## src/modular_mul_exp_unit_top_assert.svh

```systemverilog
// ---------------------------------------------------------------------------
// Assertion macros for the modular multiply and exponent unit
// Same-cycle and next-cycle implication checks on clk with rst_n disable.
// ---------------------------------------------------------------------------
`ifndef MODULAR_MUL_EXP_UNIT_TOP_ASSERT_SVH
`define MODULAR_MUL_EXP_UNIT_TOP_ASSERT_SVH

// check cons in the same cycle as ante
`define MME_ASSERT_NOW(lbl, ante, cons) \
    lbl: assert property (@(posedge clk) disable iff (!rst_n) (ante) |-> (cons)) \
        else $error("mme: same-cycle check failed");

// check cons in the cycle after ante
`define MME_ASSERT_NEXT(lbl, ante, cons) \
    lbl: assert property (@(posedge clk) disable iff (!rst_n) (ante) |=> (cons)) \
        else $error("mme: next-cycle check failed");

`endif

```

## src/mme_pkg.sv

```systemverilog
// ---------------------------------------------------------------------------
// mme_pkg
// Widths, opcodes, reset constants and controller/datapath command and status types.
// ---------------------------------------------------------------------------
package mme_pkg;

    localparam int MOD_W  = 62;
    localparam int OPND_W = 64;
    localparam int OP_W   = 2;
    localparam int K_W    = 6;
    localparam int CNT_W  = 7;
    localparam int PROD_W = 128;
    localparam int HALF_W = 32;

    localparam logic [OP_W-1:0] OP_MUL  = 2'd0;
    localparam logic [OP_W-1:0] OP_POW  = 2'd1;
    localparam logic [OP_W-1:0] OP_ROOT = 2'd2;
    localparam logic [OP_W-1:0] OP_NONE = 2'd3;

    localparam logic [MOD_W-1:0]  MOD_RST   = 62'd2;
    localparam logic [K_W-1:0]    K_RST     = 6'd2;
    localparam logic [K_W-1:0]    K_MAX     = 6'd62;
    localparam logic [OPND_W-1:0] MU_RST    = 64'd8;
    localparam logic [CNT_W-1:0]  RED_STEPS = 7'd63;

    typedef struct packed {
        logic accept;
        logic step_scan;
        logic ld_div_mu;
        logic step_div;
        logic sav_mu;
        logic sav_a;
        logic ld_red_b;
        logic sav_b;
        logic ld_pow;
        logic pow_half;
        logic mm_start;
        logic mm_sq;
        logic exp_shift;
        logic fin;
        logic fin_zero;
        logic fin_root;
    } cmd_t;

    typedef struct packed {
        logic scan_msb;
        logic cnt_zero;
        logic a_zero;
        logic mm_done;
        logic exp_zero;
        logic exp_lsb;
    } sts_t;

endpackage

```

## src/mme_ctrl.sv

```systemverilog
// ---------------------------------------------------------------------------
// mme_ctrl
// Controller: modulus setup, operand reduction, square-and-multiply loop
// and result transfer.
// ---------------------------------------------------------------------------
`include "modular_mul_exp_unit_top_assert.svh"

module mme_ctrl
(
    input  logic                       clk,
    input  logic                       rst_n,
    input  logic                       start,
    input  logic [mme_pkg::OP_W-1:0]   opcode,
    input  logic                       cfg_we,
    input  mme_pkg::sts_t              sts,
    output mme_pkg::cmd_t              cmd,
    output logic                       busy
);
    import mme_pkg::*;

    typedef enum logic [10:0] {
        S_IDLE     = 11'b00000000001,
        S_FIND_K   = 11'b00000000010,
        S_DIV_MU   = 11'b00000000100,
        S_RED_A    = 11'b00000001000,
        S_RED_B    = 11'b00000010000,
        S_MUL_GO   = 11'b00000100000,
        S_MUL_WAIT = 11'b00001000000,
        S_POW_CHK  = 11'b00010000000,
        S_POW_MUL  = 11'b00100000000,
        S_POW_SQR  = 11'b01000000000,
        S_FIN      = 11'b10000000000
    } state_t;

    state_t           state_reg, state_next;
    logic [OP_W-1:0]  op_reg, op_next;
    logic             zero_reg, zero_next;

    always_comb
    begin
        cmd        = '0;
        state_next = state_reg;
        op_next    = op_reg;
        zero_next  = zero_reg;
        unique case (state_reg)
            S_IDLE:
            begin
                if (cfg_we)
                begin
                    state_next = S_FIND_K;
                end
                else if (start)
                begin
                    cmd.accept = 1'b1;
                    op_next    = opcode;
                    zero_next  = 1'b0;
                    unique case (opcode) inside
                        OP_MUL, OP_POW, OP_ROOT:
                        begin
                            state_next = S_RED_A;
                        end
                        OP_NONE:
                        begin
                            zero_next  = 1'b1;
                            state_next = S_FIN;
                        end
                        default:
                        begin
                            state_next = S_IDLE;
                        end
                    endcase
                end
            end
            S_FIND_K:
            begin
                if (cfg_we)
                begin
                    state_next = S_FIND_K;
                end
                else if (sts.scan_msb)
                begin
                    cmd.ld_div_mu = 1'b1;
                    state_next    = S_DIV_MU;
                end
                else
                begin
                    cmd.step_scan = 1'b1;
                end
            end
            S_DIV_MU:
            begin
                if (cfg_we)
                begin
                    state_next = S_FIND_K;
                end
                else
                begin
                    cmd.step_div = 1'b1;
                    if (sts.cnt_zero)
                    begin
                        cmd.sav_mu = 1'b1;
                        state_next = S_IDLE;
                    end
                end
            end
            S_RED_A:
            begin
                cmd.step_div = 1'b1;
                if (sts.cnt_zero)
                begin
                    cmd.sav_a = 1'b1;
                    if (op_reg == OP_MUL)
                    begin
                        cmd.ld_red_b = 1'b1;
                        state_next   = S_RED_B;
                    end
                    else if ((op_reg == OP_ROOT) && sts.a_zero)
                    begin
                        zero_next  = 1'b1;
                        state_next = S_FIN;
                    end
                    else
                    begin
                        cmd.ld_pow   = 1'b1;
                        cmd.pow_half = (op_reg == OP_ROOT);
                        state_next   = S_POW_CHK;
                    end
                end
            end
            S_RED_B:
            begin
                cmd.step_div = 1'b1;
                if (sts.cnt_zero)
                begin
                    cmd.sav_b  = 1'b1;
                    state_next = S_MUL_GO;
                end
            end
            S_MUL_GO:
            begin
                cmd.mm_start = 1'b1;
                state_next   = S_MUL_WAIT;
            end
            S_MUL_WAIT:
            begin
                if (sts.mm_done)
                begin
                    state_next = S_FIN;
                end
            end
            S_POW_CHK:
            begin
                if (sts.exp_zero)
                begin
                    state_next = S_FIN;
                end
                else if (sts.exp_lsb)
                begin
                    cmd.mm_start = 1'b1;
                    state_next   = S_POW_MUL;
                end
                else
                begin
                    cmd.mm_start = 1'b1;
                    cmd.mm_sq    = 1'b1;
                    state_next   = S_POW_SQR;
                end
            end
            S_POW_MUL:
            begin
                if (sts.mm_done)
                begin
                    cmd.mm_start = 1'b1;
                    cmd.mm_sq    = 1'b1;
                    state_next   = S_POW_SQR;
                end
            end
            S_POW_SQR:
            begin
                if (sts.mm_done)
                begin
                    cmd.exp_shift = 1'b1;
                    state_next    = S_POW_CHK;
                end
            end
            S_FIN:
            begin
                cmd.fin      = 1'b1;
                cmd.fin_zero = zero_reg;
                cmd.fin_root = (op_reg == OP_ROOT);
                state_next   = S_IDLE;
            end
            default:
            begin
                state_next = S_IDLE;
            end
        endcase
    end

    always_ff @(posedge clk or negedge rst_n)
    begin
        if (!rst_n)
        begin
            state_reg <= S_IDLE;
            op_reg    <= OP_MUL;
            zero_reg  <= 1'b0;
        end
        else
        begin
            state_reg <= state_next;
            op_reg    <= op_next;
            zero_reg  <= zero_next;
        end
    end

    assign busy = (state_reg != S_IDLE);

    `MME_ASSERT_NEXT(a_accept_busy, start && !busy && !cfg_we, busy)
    `MME_ASSERT_NEXT(a_cfg_busy, cfg_we && !busy, busy)
    `MME_ASSERT_NOW(a_mm_done_wait, sts.mm_done,
                    state_reg == S_MUL_WAIT || state_reg == S_POW_MUL || state_reg == S_POW_SQR)

endmodule

```

## config.mk

```make
export PLATFORM = sky130hd
export DESIGN_NAME = mme_ctrl
export DESIGN_NICKNAME = d
export VERILOG_FILES = /design/src/mme_pkg.sv /design/src/mme_ctrl.sv
export VERILOG_INCLUDE_DIRS = /design/src /design/src/src
export SDC_FILE = /design/constraint.sdc
export NUM_CORES = 1
export LEC_CHECK = 0
export BUFFER_PORTS_ARGS = -buffer_cell sky130_fd_sc_hd__buf_2
export CAP_MARGIN = 20
export CORE_AREA = 2 2 72 46
export DETAILED_ROUTE_END_ITERATION = 12
export DIE_AREA = 0 0 74 48
export GPL_ROUTABILITY_DRIVEN = 0
export PLACE_DENSITY = 0.64
export SYNTH_ARGS = -nofsm -noshare
export SYNTH_HDL_FRONTEND = slang
export SYNTH_SLANG_ARGS = --single-unit
```

## constraint.sdc

```tcl
create_clock -name clk -period 2 [get_ports clk]
set_clock_uncertainty 0.2 [all_clocks]
set_input_delay 0.1 -clock clk [delete_from_list [all_inputs] [get_ports clk]]
set_output_delay 0.1 -clock clk [all_outputs]
set_load 0.005 [all_outputs]
```

# Word-level counts from Yosys, hierarchy flattened
# Index checks and enable logic that the tools add are counted.
# classes
eq_ne	28
mux	51
bitwise	1
reduce_logical	9
# op_table
op	n
two-way mux 11 bit	14
case mux 11 bit (10 select lines)	1
two-way mux 2 bit	11
case mux 11 bit (2 select lines)	1
two-way mux 1 bit	18
inequality test 2 bit, second input constant	9
== test 11 x 1 -> 1 bit, second input constant	1
== test 11 x 10 -> 1 bit, second input constant	1
== test 11 bit, second input constant	1
== test 11 x 2 -> 1 bit, second input constant	1
== test 11 x 3 -> 1 bit, second input constant	1
== test 11 x 4 -> 1 bit, second input constant	1
== test 11 x 5 -> 1 bit, second input constant	1
== test 11 x 6 -> 1 bit, second input constant	1
== test 11 x 7 -> 1 bit, second input constant	1
== test 11 x 8 -> 1 bit, second input constant	1
== test 11 x 9 -> 1 bit, second input constant	1
inequality test 11 x 1 -> 1 bit, second input constant	1
two-way mux 10 bit	1
inequality test 3 bit, second input constant	3
AND reduction 8 bit	1
== test 2 bit, second input constant	3
case mux 1 bit (2 select lines)	3
AND reduction 6 bit	1
other kinds (10)	11
# word_totals
reg_bits	14
input_bits	12

# Logic depth before layout (Yosys ltp)
# depth
ltp_word	6
depth_mapped	7

# Least setup slack after synthesis
# Ideal clock, no wire load.
# synth_path
path_kind	register -> register
start	register state_reg[1]
end	register state_reg[3]
t_arrival_ns	1.860
required_ns	1.675
path_slack_ns	-0.185
stages_incl_launch_ff	7
n_path_buf	1
synth_period_minus_slack_ns	2.185
cell_sequence	dfrtp_1 clkbuf_1 or2_2 a211o_1 a211o_1 and2_4 mux2_4
# synth_between
elab_chain_len	3
# synth_lines
item	line	rtl
from (decl)	mme_ctrl.sv:35	state_t state_reg, state_next;
from (signal assigned)	mme_ctrl.sv:210	state_reg <= state_next;
== test 11 x 2 -> 1 bit, or another cell as far along	mme_ctrl.sv:45	unique case (state_reg)
inequality test 3 bit (no source line) or inequality test 2 bit (tied branches)	--	
AND reduction 8 bit (no source line)	--	
# Several ways; a longest one is shown, not always the timed one.
# A chain may end at the register's enable or synchronous reset.

==> impl_metrics.env <==
export IMPL_grtUsageTotal_pct=24.6
export IMPL_vdd_drop_max_mv=0.802
export IMPL_crit_buf_inv=1
export IMPL_n_antenna_cell=0
export IMPL_seqPwrFrac_pct=21.0
export IMPL_die_width_um=74
export IMPL_whs_ns=0.0785
export IMPL_synth_edf_count=0
export IMPL_cts_tree="done"
export IMPL_crit_type="reg2out"
export IMPL_fin_cells=254
export IMPL_dr_total_vias=1399
export IMPL_synthCells=136
export IMPL_fillCellCount=216
export IMPL_drv_slew=0
export IMPL_ys_async_sr_fraction_pct=100
export IMPL_synth_ff_type="dfrtp_1"
export IMPL_fin_util_pct=67.9
export IMPL_ant_nets=0
export IMPL_cpPeakStageDelay_ns=0.53
export IMPL_antenna_found_initial=0
export IMPL_worst_pin_slew_ns=0.353
export IMPL_total_power_mw=2.19
export IMPL_power_density_mw_per_mm2=1140
export IMPL_power_frac_comb_pct=65.8
export IMPL_grt_max_degree=15
export IMPL_seq_area_frac_synth_pct=31.4
export IMPL_synth_area_mm2=0.00112
export IMPL_netlist_top_cells_area="dfrtp_1 (29%), nor2b_1 (5.0%), nor2_1 (4.0%)"
export IMPL_pre_cts_ws_ns=-0.0780
export IMPL_grt_overflow_total=0
export IMPL_place_hpwl_mm=2.75
export IMPL_worstPathRequired_ns=1.70
export IMPL_cp_top_family="simple AND/OR/NAND/NOR gates"
export IMPL_finalCritPeriodShare_pct=111
export IMPL_cts_sinks=14
export IMPL_r2r_start="state_reg[1]"
export IMPL_outcome="complete, but fails checks"
export IMPL_synth_largest_area_cell="dfrtp_1"
export IMPL_report_final_hold_viol_count=0
export IMPL_yosysUniqueCellTypes=47
export IMPL_largest_reg_flops=11
export IMPL_dr_pass1_iters=4
export IMPL_syn_to_final_growth_pct=71.8
export IMPL_rr_endpoint="state_reg[3]"
export IMPL_portBuffers=28
export IMPL_cts_max_level=1
export IMPL_via_per_inst=5.51
export IMPL_p_int_mw=1.34
export IMPL_cp_data_arrival_time_ns=1.91
export IMPL_grt_pass1_wl_mm=6.41
export IMPL_drive_gt1_share_pct=50.9
export IMPL_cp_start_kind="flip-flop"
export IMPL_routed_wl_mm=4.15
export IMPL_grt_pass1_vias=1294
export IMPL_remaining_drc_errors=0
export IMPL_cp_max_fo=2
export IMPL_design_core_area_mm2=0.00283
export IMPL_dieArea_mm2=0.00355
export IMPL_cts_root_buf="clkbuf_8"
export IMPL_cts_buffers=3
export IMPL_wl_per_cell_um=16.3
export IMPL_start_util_pct=39.5
export IMPL_syn_mean_instance_area_um2=8.23
export IMPL_r2r_slack_ns=-0.17
export IMPL_power_leakage_nw=0.959
export IMPL_slew_headroom_pct=76.3
export IMPL_max_freq_mhz=452
export IMPL_chipHeight_um=48
export IMPL_switching_share_pct=38.9
export IMPL_crit_slowest_cell="or4b_4"
export IMPL_end_kind="output port"
export IMPL_drt_iter0_markers=95
export IMPL_p_switching_mw=0.851
export IMPL_synth_top_cell_area_share_pct=29.1
export IMPL_crit_start="state_reg[1]"
export IMPL_post_place_cells=225
export IMPL_num_rows=15
export IMPL_min_period_ns=2.21
export IMPL_clk_path_buf_depth=2
export IMPL_clk_latency_ns=0.25
export IMPL_syn_num_nets=148
export IMPL_clkTransAtPathRegs_ns=0.06
export IMPL_ios=29
export IMPL_setup_viol=16
export IMPL_setup_ws_ns=-0.212
export IMPL_p_clk_share_pct=13.3
export IMPL_rsz0062_at_grt="true"
export IMPL_violations="negative setup slack"
export IMPL_maxCapViolCount=0
export IMPL_worstPathCellList="nor4_4 -> nand2_2 -> or4b_4 -> o21ai_2 -> buf_2"
export IMPL_fin_nets=225
export IMPL_synth_warnings=0
export IMPL_ys_ff_latch=14
export IMPL_hold_class="in2async"
export IMPL_reg2reg_depth=6
layout by cell type (no fill, tap or decap), drive strengths merged, types with 2 or more instances in the layout:
| cell | instances |
|---|---|
| buf | 71 |
| dfrtp | 13 |
| nor2 | 12 |
| nor2b | 9 |
| nand2 | 9 |
| dlygate4sd3 | 8 |
| a21oi | 8 |
| nor3 | 8 |
| inv | 7 |
| and2 | 5 |
| clkbuf | 4 |
| nand3 | 4 |
| o21ai | 4 |
| nand4 | 3 |
| and3 | 3 |
| mux2i | 3 |
| nor3b | 3 |
| mux2 | 3 |
| nor4 | 2 |
| and4 | 2 |
| nand2b | 2 |
| a211o | 2 |
| a31oi | 2 |
| o21a | 2 |
| a21o | 2 |
| or2 | 2 |
timing repair:
item,in CTS,in global routing
hold buffers,8,0
setup endpoints to repair,22,28
resized for setup,24,20
setup buffers,15,4
hold endpoints to repair,20,0
pin swaps,13,9
gates cloned,0,0
worst max-delay path by stage:
| stage | end | slack, ns | cells past startpoint |
|---|---|---|---|
| floorplan | state_reg[3] | -0.09 | 6 |
| global placement | state_reg[3] | -0.03 | 5 |
| detailed placement | state_reg[2] | -0.08 | 6 |
| CTS | cmd[4] | -0.23 | 6 |
| global route | cmd[4] | -0.28 | 5 |
| finish | cmd[4] | -0.21 | 5 |
cell type report:
cell class	count	area [um^2]	area share (%)
clock buffers	4	55.1	2.86
repair buffers	79	601	31.2
well taps	42	52.6	2.73
inverters	7	26.3	1.37
multi-input cells	108	836	43.4
flip-flops and latches	14	354	18.4
layer usage:
metal,wire length [um],track usage [%],vias to the layer above
li1,-,-,654
met4,68,5.82,0
met2,1860,40.0,83
met1,1790,33.1,648
met5,0,0,-
met3,433,6.95,14
stage by stage:
| stage | TNS, ns | instance area, um^2 |
|---|---|---|
| floorplan | -0.101 | 1150 |
| global route | -2.87 | 1920 |
| detailed placement | -0.265 | 1480 |
| global placement | -0.0600 | 1480 |
| finish | -1.18 | 1920 |
| CTS | -0.748 | 1830 |
kinds of logic after synthesis:
family	after synthesis	synth area share [%]
buffers and inverters	14	6.03
AND/OR/NAND/NOR	69	35.9
flip-flops	14	31.4
XOR/XNOR	1	0.782
multiplexers	6	6.03
AO/OA/AOI/OAI	32	19.9
power by group through the flow:
stage                     registers, mW  logic (mW)  clock network, mW
after floorplan                   0.421       0.560                  0
after global placement            0.440       0.919                  0
final                             0.458        1.44              0.290
after detailed placement          0.444       0.939                  0
after global routing              0.467        1.54              0.304
after CTS                         0.446        1.25              0.290
cells in the mapped netlist, types with 2 or more instances:
cell type,n
a21oi_1,8
mux2i_1,3
nand4_1,3
inv_1,7
a31oi_1,2
clkbuf_1,5
or2_2,2
a21o_1,2
and2_1,4
nand2_1,9
o21ai_0,3
nor2b_1,9
and3_1,3
and4_1,2
o21a_1,2
dfrtp_1,13
buf_6,2
nor2_1,12
mux2_2,2
nor4_2,2
nor3_1,8
nor3b_1,3
nand2b_1,2
nand3_1,4
a211o_1,2
Note: power is estimated with default switching activity, not from simulation.
